File: src/sv/csvp_pkg.sv
// Shared constants, types and helper functions for the CSV triple parser.
package csvp_pkg;

  // Line buffer size in bytes; a line is dropped once it fills all but one byte
  localparam int LINE_BUFFER_BYTES = 64;
  localparam int LEN_W = $clog2(LINE_BUFFER_BYTES);
  localparam logic [LEN_W-1:0] LEN_LAST = LEN_W'(LINE_BUFFER_BYTES - 1);

  localparam int VAL_W = 16;

  // Field phase codes
  localparam logic [1:0] PH_SPACE  = 2'd0;
  localparam logic [1:0] PH_DIGITS = 2'd1;
  localparam logic [1:0] PH_DONE   = 2'd2;

  // Character codes
  localparam logic [7:0] CH_LF    = 8'h0A;
  localparam logic [7:0] CH_CR    = 8'h0D;
  localparam logic [7:0] CH_COMMA = 8'h2C;
  localparam logic [7:0] CH_NUL   = 8'h00;
  localparam logic [7:0] CH_SPACE = 8'h20;
  localparam logic [7:0] CH_TAB   = 8'h09;
  localparam logic [7:0] CH_VT    = 8'h0B;
  localparam logic [7:0] CH_FF    = 8'h0C;
  localparam logic [7:0] CH_PLUS  = 8'h2B;
  localparam logic [7:0] CH_MINUS = 8'h2D;
  localparam logic [7:0] CH_ZERO  = 8'h30;
  localparam logic [7:0] CH_NINE  = 8'h39;

  // One parsed line
  typedef struct packed {
    logic signed [VAL_W-1:0] x;
    logic signed [VAL_W-1:0] y;
    logic signed [VAL_W-1:0] z;
  } res_t;

  // Signed value of a field from magnitude and sign, modulo 2^16
  function automatic logic [VAL_W-1:0] field_val(input logic [VAL_W-1:0] mag,
                                                input logic neg);
    field_val = neg ? (VAL_W'(0) - mag) : mag;
  endfunction

endpackage

File: src/sv/csvp_parser.sv
// Line parser: field state, accumulator and saved fields, updated once per byte.
module csvp_parser import csvp_pkg::*; (
  input  logic       clk,
  input  logic       rst_n,
  input  logic       byte_valid,
  input  logic [7:0] byte_data,
  input  logic       advance,
  output logic       emit,
  output res_t       res
);

  logic [LEN_W-1:0] len_r, len_nxt;
  logic [1:0]       fnum_r, fnum_nxt;
  logic [1:0]       phase_r, phase_nxt;
  logic             neg_r, neg_nxt;
  logic [VAL_W-1:0] acc_r, acc_nxt;
  logic [VAL_W-1:0] first_r, first_nxt;
  logic [VAL_W-1:0] second_r, second_nxt;

  logic [LEN_W-1:0] b_len;
  logic [1:0]       b_fnum, b_phase;
  logic             b_neg;
  logic [VAL_W-1:0] b_acc;
  logic             is_eol, is_sep, is_digit, is_ws, is_sign;
  logic [VAL_W-1:0] digit_val, acc_x10;

  // character classes
  assign is_eol    = (byte_data == CH_LF) || (byte_data == CH_CR);
  assign is_sep    = (byte_data == CH_COMMA) || (byte_data == CH_NUL);
  assign is_digit  = (byte_data >= CH_ZERO) && (byte_data <= CH_NINE);
  assign is_ws     = (byte_data == CH_SPACE) || (byte_data == CH_TAB) ||
                     (byte_data == CH_VT) || (byte_data == CH_FF);
  assign is_sign   = (byte_data == CH_PLUS) || (byte_data == CH_MINUS);
  assign digit_val = VAL_W'(byte_data[3:0]);

  // line state after the buffer-limit restart
  always_comb begin
    if (len_r == LEN_LAST) begin
      b_len   = '0;
      b_fnum  = 2'd0;
      b_phase = PH_SPACE;
      b_neg   = 1'b0;
      b_acc   = '0;
    end else begin
      b_len   = len_r;
      b_fnum  = fnum_r;
      b_phase = phase_r;
      b_neg   = neg_r;
      b_acc   = acc_r;
    end
  end

  assign acc_x10 = (b_acc << 3) + (b_acc << 1) + digit_val;

  // result of the line that ends with this byte
  assign emit  = byte_valid && is_eol && (b_fnum >= 2'd2);
  assign res.x = first_r;
  assign res.y = second_r;
  assign res.z = field_val(b_acc, b_neg);

  // next state
  always_comb begin
    len_nxt    = b_len + LEN_W'(1);
    fnum_nxt   = b_fnum;
    phase_nxt  = b_phase;
    neg_nxt    = b_neg;
    acc_nxt    = b_acc;
    first_nxt  = first_r;
    second_nxt = second_r;
    if (is_eol) begin
      len_nxt   = '0;
      fnum_nxt  = 2'd0;
      phase_nxt = PH_SPACE;
      neg_nxt   = 1'b0;
      acc_nxt   = '0;
    end else if (b_fnum != 2'd3) begin
      if (is_sep) begin
        // close a field; the third one stays in the accumulator as z
        if (b_fnum == 2'd0) begin
          first_nxt = field_val(b_acc, b_neg);
        end else if (b_fnum == 2'd1) begin
          second_nxt = field_val(b_acc, b_neg);
        end
        if (b_fnum != 2'd2) begin
          phase_nxt = PH_SPACE;
          neg_nxt   = 1'b0;
          acc_nxt   = '0;
        end
        fnum_nxt = b_fnum + 2'd1;
      end else begin
        unique case (b_phase)
          PH_SPACE: begin
            if (is_ws) begin
              phase_nxt = PH_SPACE;
            end else if (is_sign) begin
              neg_nxt   = (byte_data == CH_MINUS);
              phase_nxt = PH_DIGITS;
            end else if (is_digit) begin
              acc_nxt   = digit_val;
              phase_nxt = PH_DIGITS;
            end else begin
              phase_nxt = PH_DONE;
            end
          end
          PH_DIGITS: begin
            if (is_digit) begin
              acc_nxt = acc_x10;
            end else begin
              phase_nxt = PH_DONE;
            end
          end
          default: begin
            phase_nxt = b_phase;
          end
        endcase
      end
    end
  end

  // state registers
  always_ff @(posedge clk) begin
    if (!rst_n) begin
      len_r    <= '0;
      fnum_r   <= 2'd0;
      phase_r  <= PH_SPACE;
      neg_r    <= 1'b0;
      acc_r    <= '0;
      first_r  <= '0;
      second_r <= '0;
    end else if (byte_valid && advance) begin
      len_r    <= len_nxt;
      fnum_r   <= fnum_nxt;
      phase_r  <= phase_nxt;
      neg_r    <= neg_nxt;
      acc_r    <= acc_nxt;
      first_r  <= first_nxt;
      second_r <= second_nxt;
    end
  end

endmodule

File: src/sv/csvp_out_reg.sv
// Result register holding one parsed line until the receiver takes it.
module csvp_out_reg import csvp_pkg::*; (
  input  logic clk,
  input  logic rst_n,
  input  logic load,
  input  res_t load_res,
  input  logic out_stall,
  output logic out_valid,
  output res_t out_res
);

  logic valid_r, valid_nxt;
  res_t res_r;

  // valid: set on load, cleared once the word is taken
  always_comb begin
    if (load) begin
      valid_nxt = 1'b1;
    end else if (!out_stall) begin
      valid_nxt = 1'b0;
    end else begin
      valid_nxt = valid_r;
    end
  end

  always_ff @(posedge clk) begin
    if (!rst_n) begin
      valid_r <= 1'b0;
    end else begin
      valid_r <= valid_nxt;
    end
  end

  // payload
  always_ff @(posedge clk) begin
    if (load) begin
      res_r <= load_res;
    end
  end

  assign out_valid = valid_r;
  assign out_res   = res_r;

endmodule

File: src/sv/ascii_csv_triple_parser_core.sv
// Top level of the ASCII CSV triple parser: input register, parser and result register.
//
// Takes one received byte per word and parses lines "x,y,z" ending at CR or LF.
// Each field is read with atoi rules (leading blanks, optional sign, digits up
// to the first non-digit) and wraps to 16-bit two's complement; comma or NUL
// separates fields and fields past the third are ignored. A line with at least
// three fields gives one result word (x, y, z); shorter lines give nothing.
// A line reaching LINE_BUFFER_BYTES-1 bytes is dropped and parsing restarts with
// the next byte. Throughput is one byte per clock while the input is not stalled: a byte is
// held in the input register, the parser updates its state from it in that same cycle, and
// a result appears on the output in the next cycle. The input stalls only when a
// line end would produce a result while the previous result is still held.
module ascii_csv_triple_parser_core import csvp_pkg::*; (
  input  logic              clk,
  input  logic              rst_n,
  input  logic              in_valid,
  output logic              in_stall,
  input  logic [7:0]        in_rx_byte,
  output logic              out_valid,
  input  logic              out_stall,
  output logic signed [15:0] out_x_value,
  output logic signed [15:0] out_y_value,
  output logic signed [15:0] out_z_value
);

  logic       s1_valid_r, s1_valid_nxt;
  logic [7:0] s1_byte_r;
  logic       emit, advance, in_take;
  res_t       line_res, out_res;

  // input register advances unless a result would meet a held output
  assign advance  = !(emit && out_valid && out_stall);
  assign in_stall = s1_valid_r && !advance;
  assign in_take  = in_valid && !in_stall;

  always_comb begin
    if (in_take) begin
      s1_valid_nxt = 1'b1;
    end else if (advance) begin
      s1_valid_nxt = 1'b0;
    end else begin
      s1_valid_nxt = s1_valid_r;
    end
  end

  always_ff @(posedge clk) begin
    if (!rst_n) begin
      s1_valid_r <= 1'b0;
    end else begin
      s1_valid_r <= s1_valid_nxt;
    end
  end

  always_ff @(posedge clk) begin
    if (in_take) begin
      s1_byte_r <= in_rx_byte;
    end
  end

  // parser
  csvp_parser u_parser (
    .clk        (clk),
    .rst_n      (rst_n),
    .byte_valid (s1_valid_r),
    .byte_data  (s1_byte_r),
    .advance    (advance),
    .emit       (emit),
    .res        (line_res)
  );

  // result register
  csvp_out_reg u_out_reg (
    .clk       (clk),
    .rst_n     (rst_n),
    .load      (emit && advance),
    .load_res  (line_res),
    .out_stall (out_stall),
    .out_valid (out_valid),
    .out_res   (out_res)
  );

  assign out_x_value = out_res.x;
  assign out_y_value = out_res.y;
  assign out_z_value = out_res.z;

endmodule

File: config.mk
export PLATFORM = sky130hd
export DESIGN_NAME = ascii_csv_triple_parser_core
export DESIGN_NICKNAME = d
export VERILOG_FILES = /design/src/sv/csvp_pkg.sv /design/src/sv/csvp_parser.sv /design/src/sv/csvp_out_reg.sv /design/src/sv/ascii_csv_triple_parser_core.sv
export SDC_FILE = /design/constraint.sdc
export NUM_CORES = 1
export LEC_CHECK = 0
export BUFFER_PORTS_ARGS = -buffer_cell sky130_fd_sc_hd__buf_2
export CORE_MARGIN = 2
export CORE_UTILIZATION = 35
export CTS_BUF_LIST = sky130_fd_sc_hd__clkbuf_8
export CTS_CLUSTER_DIAMETER = 50
export CTS_CLUSTER_SIZE = 14
export DETAILED_ROUTE_END_ITERATION = 10
export PLACE_DENSITY_LB_ADDON = 0.1
export SLEW_MARGIN = 10
export SYNTH_ARGS = -nofsm -noshare
export SYNTH_HDL_FRONTEND = slang
export SYNTH_SLANG_ARGS = --single-unit
File: constraint.sdc
create_clock -name clk -period 5.4 [get_ports clk]
set_input_delay 1.08 -clock clk [delete_from_list [all_inputs] [get_ports clk]]
set_output_delay 1.08 -clock clk [all_outputs]
set_load 0.05 [all_outputs]
==> results of run 1 <==
## kinds of logic after synthesis
logic type                 after synthesis
buffers and inverters                   56
and+or+nand+nor                        203
xor gates and xnor gates                23
muxes                                    4
DFF                                    117
AOI/OAI and AO/OA                      175
adders and majority gates               33
## flip-flops by register name, indices dropped and copies added (netlist names)
signal,count
s1_byte_r,8
s1_valid_r,1
u_out_reg.out_res,48
u_out_reg.out_valid,1
u_parser.acc_r,16
u_parser.first_r,16
u_parser.fnum_r,2
u_parser.len_r,6
u_parser.neg_r,1
u_parser.phase_r,2
u_parser.second_r,16
## cells in the final DEF (no fill, tap or decap), drive strengths merged, types with 14 or more instances in the layout
cell,count
edfxtp,56
dfxtp,61
a21oi,46
xor2,14
nor2,52
ha,32
nand2,48
inv,24
buf,67
clkbuf,19
and2,24
o21ai,46
nand3,29
## worst max path at each step
stage	to	startpoint	cells past startpoint
6_report	u_parser.acc_r[11]	u_parser.len_r[2]	12
3_5_place_dp	u_parser.acc_r[11]	u_parser.len_r[2]	12
5_1_grt	u_parser.acc_r[11]	u_parser.len_r[2]	12
4_1_cts	u_parser.acc_r[11]	u_parser.len_r[1]	12
3_3_place_gp	u_parser.acc_r[11]	u_parser.len_r[2]	12
2_1_floorplan	u_out_reg.out_res[0]	s1_byte_r[2]	5
## layout make-up
type                       instances  area, sq um  area share (%)
timing repair buffer              67          350            5.06
sequential                       117         2900            41.9
tap                              220          275            3.97
clock inverter                    13          219            3.16
multi-input combinational        438         2830            40.9
clock buffer                      19          262            3.78
inverter                          22         82.6            1.19
## power breakdown
part,internal [uW],switching (uW),leakage (uW)
Sequential,930,16.4,0.000999
Clock,580,381,0.000237
Combinational,29.4,50.0,0.00157
Total,1540,447,0.00281
## per-stage QoR
step | cells | hold slack, ns
floorplan | 611 | 0.408
global placement | 864 | 0.419
detailed placement | 864 | 0.420
CTS | 896 | 0.437
global route | 896 | 0.441
finish | 896 | 0.434
## per-layer routing
| metal | vias up | global-route usage [%] |
|---|---|---|
| met5 | - | 0 |
| met4 | 0 | 6.84 |
| met3 | 21 | 3.85 |
| li1 | 2358 | - |
| met1 | 2324 | 23.5 |
| met2 | 137 | 28.0 |
==> summary.txt, run 1 <==
STA
  – RSZ-0062 raised after global routing: false
  – Fmax: 240 MHz
  – Final Hold Viols: 0
  – Final setup margin: 1.23 ns
  – Fin crit period: 4.17 ns
  – Clock Skews: 0.0139 ns
  – Final setup viols: 0
  – Slew @ Worst Pin: 0.997 ns
  – Period utilisation layout: 77.2%
  – Total negative slack: 0 ns
  – Slew margin rel.: 33.5%
  – Max Slew Vio Count: 0

CTS
  – Post-CTS Setup Inserts: 0
  – Clk sinks: 117
  – H-tree lvl count: 4
  – CTS clk-pin slew, worst paths: 0.07 ns
  – Post_cts resized: 0
  – Clock Latency Late Sink: 0.45 ns
  – CTS Hold Bufs: 0
  – Max clock buf depth: 2
  – Clock Tree Root: clkbuf_8
  – CTS tree: done
  – CTS Buf Count: 17

Finish
  – Filler Cells Inserted: 1,665
  – Nets: 708
  – Final core utilization: 41.8%
  – Layout cell share with drive strength beyond 1: 16.4%
  – Final std cell area, no fill: 6930 sq um
  – Antenna cells: 0
  – Area grow syn2layout: 16.4%

Detailed routing
  – Post-Route WL: 15,200 um
  – Routed vias: 4,840
  – WL per Instance: 16.9 um
  – Via density: 5.40
  – First drt pass iteration count: 4
  – DR WL met2: 7140 um
  – Met1 WL: 7150 um
  – Residual DRC: 0
  – Routed wl met3: 642 um
  – Top routing layer used: met4
  – 1st-iter DRT viols: 363
  – Final ANT Viol Nets: 0

Global route
  – All-Layer GR Usage: 17.6%
  – First-pass GRT wire length: 24,900 um
  – Largest net degree at the start of global routing: 47
  – Antenna violations before repair: 0
  – Vias in the first global route: 4,652
  – Global route overflow: 0

Synth
  – #FFs+latches synth: 117
  – Post-Syn Area: 5950 sq um
  – Post-synth top cells: dfxtp_1, edfxtp_1, nor2_1, nand2_1, a21oi_1
  – Post-Syn Nets: 656
  – Post-synth EDFFs: 56
  – Mux contribution to synthesized area: 0.715%
  – Yosys cell types: 66
  – Simple-gate share of the synthesized area: 16.6%
  – Top-area cell type share of the netlist area: 28.3%
  – Main combinational cell family by area after synthesis: compound AO/OA/AOI/OAI gates
  – Yosys warning count: 0
  – Top area cells in the synthesized netlist: edfxtp_1, dfxtp_1, ha_1, a21oi_1, o21ai_0
  – Count leader, synth: dfxtp_1
  – Area share of fa/ha/maj cells after synthesis: 7.06%
  – Ys flop type: dfxtp_1
  – Synth area leader: edfxtp_1
  – FFs w/ async S/R, synth: 0%
  – Mapped Cells: 611
  – Seq/Total Area, Yosys: 48.8%
  – Syn Area/Cell: 9.74 sq um
  – XOR/XNOR share of the synthesized area: 3.38%
  – Synth Area in Compound Gates: 19.7%

Setup path
  – CP endpoint kind: flop
  – Reg2reg setup slack: 1.23 ns
  – FF-to-FF Start: u_parser.len_r[2]
  – WS Path Type: flop to flop
  – RR Endpoint: u_parser.acc_r[11]
  – Delay-heaviest family, CP: compound AO/OA/AOI/OAI gates
  – Cell breakdown of the critical path: nand3_1 -> or2_2 -> nand2_1 -> xnor2_1 -> ha_1 -> ha_1 -> a211oi_1 -> o21ai_0 -> a21oi_1 -> xnor2_1 -> a2111oi_0 -> nor2_1
  – Critical Path RT: 5.70 ns
  – Crit Path Max Fanout: 45
  – CP Buf/Inv Count: 0
  – Slowest cell on crit path: or2_2
  – Worst Reg-to-Reg Cells: 12
  – Startpoint Class: flop
  – Slowest stage delay, CP: 0.69 ns
  – WP data arrival: 4.47 ns

Pwr
  – VDD IR max: 0.128 mV
  – Leakage power: 0.00281 uW
  – PD cells: 287 nW/um^2
  – Total chip power: 1990 uW

Status
  – Outcome: finished, final reports clean

Floorplan
  – Initial core utilization: 35.9%
  – Row cnt: 47
  – Core Area: 16,600 sq um
  – Die Height: 134 um
  – I/O pin count: 62
  – Die area: 18,100 sq um
  – Die span in x: 134 um

Worst hold path
  – Hold Crit Class: flop to flop
  – Hold_sp: u_parser.first_r[2]
  – Min-Delay Path Depth: 0
  – Hold path endpoint: u_out_reg.out_res[34]

Placed design
  – DP Area: 6440 sq um
  – PortBufs: 61
  – Final RePlAce weighted congestion: 0.862
  – Hpwl dp: 10,700 um
  – Post-Place Setup Slack: 1.34 ns

Flow run
  – Total of max-cap violations: 0
(Power assumes the default switching activity.)
==> run 2: changes to the inputs <==
Clock period 5.4 ns to 3.4 ns, I/O delays scaled along.
==> summary.txt, run 2 (synthesized netlist as in run 1, its figures left out) <==
Status
  – Outcome: finished, final reports clean

STA
  – Fin crit period: 3.12 ns
  – RSZ-0062 raised after global routing: false
  – Final Hold Viols: 0
  – Slew @ Worst Pin: 0.903 ns
  – Total negative slack: 0 ns
  – Slew margin rel.: 39.5%
  – Fmax: 320 MHz
  – Clock Skews: 0.0130 ns
  – Hold slack: 0.429 ns
  – Final setup viols: 0
  – Max Slew Vio Count: 0
  – Period utilisation layout: 91.9%

Detailed routing
  – Final ANT Viol Nets: 0
  – First drt pass iteration count: 5
  – 1st-iter DRT viols: 343
  – Via density: 5.22
  – WL per Instance: 16.4 um
  – Routed vias: 4,862
  – Post-Route WL: 15,200 um
  – Residual DRC: 0

Setup path
  – WP data arrival: 3.44 ns
  – Crit Path Max Fanout: 20
  – Slowest stage delay, CP: 0.40 ns
  – Critical Path RT: 3.71 ns
  – Startpoint Class: flop
  – CP most frequent cell: ha_1
  – WS Path Type: flop to flop
  – Critical Path Source: u_parser.len_r[4]
  – Slowest cell on crit path: fa_1
  – CP endpoint kind: flop
  – Cell breakdown of the critical path: nand3_1 -> or2_4 -> and2_1 -> ha_1 -> ha_1 -> fa_1 -> a21o_1 -> nand4_1 -> a31oi_1 -> o41ai_2 -> xor2_1 -> o2bb2ai_1
  – FF-to-FF Start: u_parser.len_r[4]

Floorplan
  – Die area: 18,100 sq um
  – Initial core utilization: 35.9%
  – Die span in x: 134 um
  – Row cnt: 47
  – I/O pin count: 62
  – Die Height: 134 um
  – Core Area: 16,600 sq um

Finish
  – Layout cell share with drive strength beyond 1: 20.7%
  – Most frequent cells in the layout: buf_2, dfxtp_1, edfxtp_1, nor2_1, nand2_1
  – Max reg flops: 48
  – Nets: 743
  – Final core utilization: 43.1%
  – Antenna cells: 0
  – Filler Cells Inserted: 1,660
  – Non-filler cells, final: 931
  – Area grow syn2layout: 20.0%

Pwr
  – PD cells: 411 nW/um^2
  – VDD IR max: 0.215 mV
  – Total chip power: 2940 uW
  – Leakage power: 0.00296 uW

CTS
  – CTS clk-pin slew, worst paths: 0.08 ns
  – Clock Tree Root: clkbuf_8
  – H-tree lvl count: 4
  – CTS Buf Count: 17
  – CTS Hold Bufs: 0
  – CTS tree: done
  – Max clock buf depth: 2
  – Clk sinks: 117
  – Clock Latency Late Sink: 0.43 ns

Placed design
  – Placed cells: 899
  – PortBufs: 61
  – Hpwl dp: 11,100 um
  – Final RePlAce weighted congestion: 0.890

Global route
  – Global route overflow: 0
  – All-Layer GR Usage: 17.3%
  – First-pass GRT wire length: 24,600 um
  – Vias in the first global route: 4,657
  – Largest net degree at the start of global routing: 49
  – Antenna violations before repair: 0

Worst hold path
  – Hold Crit Class: flop to flop
  – Hold_sp: u_parser.first_r[12]

Flow run
  – Total of max-cap violations: 0
run 2: layer usage:
layer	GRT usage (%)	routed length (um)	up-vias	part of all wire [%]
met3	4.50	856	15	5.6
met5	0	0	-	0
met1	23.7	7330	2294	48
li1	-	-	2421	-
met4	5.96	208	0	1.4
met2	26.6	6850	132	45
run 2: what timing repair did:
item / CTS / global route
setup buffers: 0 / 0
gates resized for setup: 0 / 3
hold endpoints to repair: 0 / 0
endpoints found under the setup margin: 0 / 6
run 2: final timing paths:
path                                               to  slack (ns)  cells after the start
worst max-delay path               u_parser.acc_r[14]        0.28                     12
worst max register to register     u_parser.acc_r[14]        0.28                     12
worst min register to register  u_out_reg.out_res[44]        0.43                      0
worst min-delay path            u_out_reg.out_res[44]        0.43                      0
run 2: cell type report:
type	instances	area, sq um	share of cell area (%)
clock inverters	15	166	2.33
flip-flops and latches	117	2900	40.6
repair buffers	102	613	8.58
well taps	220	275	3.85
multi-input cells	438	2870	40.2
inverters	22	82.6	1.16
clock buffers	17	234	3.28
run 2: worst max-delay path, delay by kind of cell, from the launching register on:
family	cells	cell delay (ns)
adder cells (fa/ha/maj)	3	0.92
XOR/XNOR	1	0.18
AO/OA/AOI/OAI	4	0.73
flip-flops	1	0.36
AND/OR/NAND/NOR	4	0.81
run 2: where the power goes:
part / total, uW / switching, uW / internal [uW]
clock network: 1300 / 578 / 717
logic: 143 / 87.0 / 56.0
registers: 1500 / 22.8 / 1480
total: 2940 / 688 / 2250
run 2: metrics by stage:
step,setup slack [ns],area [sq um]
3_3_place_gp,0.205,6740
2_1_floorplan,-0.00623,5990
5_1_grt,0.0565,7140
6_report,0.275,7140
4_1_cts,0.107,7140
3_5_place_dp,0.150,6740
==> run 3: changes to the inputs <==
Clock period 3.4 ns to 3.6 ns, I/O delays scaled along.
==> summary.txt, run 3 (synthesized netlist as in run 1, its figures left out) <==
Floorplan
  – Die span in x: 134 um
  – Die Height: 134 um
  – I/O pin count: 62
  – Row cnt: 47
  – Core Area: 16,600 sq um
  – Initial core utilization: 35.9%
  – Die area: 18,100 sq um

Finish
  – Layout cell share with drive strength beyond 1: 19.3%
  – Nets: 732
  – Filler Cells Inserted: 1,696
  – Area grow syn2layout: 19.4%
  – Most frequent cells in the layout: buf_2, dfxtp_1, edfxtp_1, nor2_1, nand2_1
  – Max reg flops: 48
  – Antenna cells: 0

Global route
  – Largest net degree at the start of global routing: 49
  – Vias in the first global route: 4,643
  – Global route overflow: 0
  – Antenna violations before repair: 0
  – First-pass GRT wire length: 24,700 um
  – All-Layer GR Usage: 17.4%

Worst hold path
  – Hold path endpoint: u_out_reg.out_res[30]
  – Min-Delay Path Depth: 0
  – Hold_sp: u_parser.second_r[14]
  – Hold Crit Class: flop to flop

Setup path
  – RR Endpoint: u_parser.acc_r[11]
  – Startpoint Class: flop
  – WP data arrival: 3.67 ns
  – Worst Reg-to-Reg Cells: 11
  – Reg2reg setup slack: 0.24 ns
  – FF-to-FF Start: u_parser.len_r[3]
  – Slowest cell on crit path: a2111oi_1
  – Slowest stage delay, CP: 0.49 ns
  – CP most frequent cell: ha_1
  – CP endpoint kind: flop
  – Critical Path RT: 3.91 ns
  – WS Path Type: flop to flop
  – Crit Path Max Fanout: 26
  – Cell breakdown of the critical path: nand3_1 -> or2_4 -> and2_1 -> ha_1 -> ha_1 -> a2111oi_1 -> o21ai_1 -> a21oi_1 -> xnor2_1 -> a2111oi_0 -> nor2_1

CTS
  – CTS Buf Count: 17
  – Clk sinks: 117
  – CTS tree: done
  – H-tree lvl count: 4
  – Post-CTS Setup Inserts: 0
  – Clock Latency Late Sink: 0.44 ns
  – CTS Hold Bufs: 0
  – CTS clk-pin slew, worst paths: 0.07 ns
  – Clock Tree Root: clkbuf_8
  – Post_cts resized: 0
  – Max clock buf depth: 2

Detailed routing
  – Routed vias: 4,893
  – Via density: 5.32
  – 1st-iter DRT viols: 436
  – Final ANT Viol Nets: 0
  – Routed wl met3: 836 um
  – WL per Instance: 16.4 um
  – Top routing layer used: met4
  – Residual DRC: 0
  – First drt pass iteration count: 5
  – Met1 WL: 7300 um
  – DR WL met2: 6620 um
  – Post-Route WL: 15,100 um

STA
  – Max Slew Vio Count: 0
  – Period utilisation layout: 93.2%
  – Slew @ Worst Pin: 0.959 ns
  – Hold slack: 0.431 ns
  – Total negative slack: 0 ns
  – Final setup viols: 0
  – Final Hold Viols: 0
  – RSZ-0062 raised after global routing: false
  – Fin crit period: 3.36 ns
  – Fmax: 298 MHz
  – Slew margin rel.: 35.8%
  – Clock Skews: 0.00835 ns

Placed design
  – Hpwl dp: 11,100 um
  – PortBufs: 61
  – Final RePlAce weighted congestion: 0.853

Pwr
  – Total chip power: 2990 uW
  – VDD IR max: 0.195 mV
  – PD cells: 420 nW/um^2
  – Leakage power: 0.00292 uW

Flow run
  – Total of max-cap violations: 0

Status
  – Outcome: finished, final reports clean
==> run 3: where the power goes <==
group | total (uW) | internal (uW) | switching (uW)
Combinational | 128 | 49.1 | 79.3
Clock | 1440 | 872 | 567
Sequential | 1420 | 1400 | 22.2
Total | 2990 | 2320 | 668
==> run 3: per-stage QoR <==
stage                     util, %  cells  cell area (sq um)  setup slack, ns
after floorplan                 -    611               5960           0.0142
after global placement       40.0    888               6630            0.214
after detailed placement     40.0    888               6630           0.0933
after CTS                    42.9    920               7110           0.0699
after global routing         42.9    920               7110           0.0283
final                        42.9    920               7110            0.243
==> run 3: worst max path at each step <==
stage	from	end	slack, ns
detailed placement	u_parser.len_r[3]	u_parser.acc_r[11]	0.09
finish	u_parser.len_r[3]	u_parser.acc_r[11]	0.24
global placement	u_parser.len_r[3]	u_parser.acc_r[11]	0.21
global route	u_parser.len_r[3]	u_parser.acc_r[11]	0.03
floorplan	u_parser.len_r[2]	u_parser.acc_r[11]	0.01
CTS	u_parser.len_r[3]	u_parser.acc_r[11]	0.07
==> run 3: cell type report <==
class                      instances  area (sq um)  area share [%]
clock buffer                      19           262            3.68
clock inverter                    13           219            3.08
inverter                          22          82.6            1.16
multi-input combinational        438          2840            39.9
sequential                       117          2900            40.8
tap                              220           275            3.87
timing repair buffer              91           531            7.46
==> run 3: critical path, delay by kind of cell (launching register included) <==
family / cells / cell delay, ns
compound gates: 4 / 1.34
fa+ha+maj: 2 / 0.58
xor+xnor: 1 / 0.09
simple gates: 4 / 0.83
flops: 1 / 0.39
==> run 3: layer usage <==
layer / GRT usage, % / vias up
met3: 3.51 / 26
met4: 7.43 / 0
met1: 24.2 / 2314
li1: - / 2411
met2: 26.4 / 142
met5: 0 / -
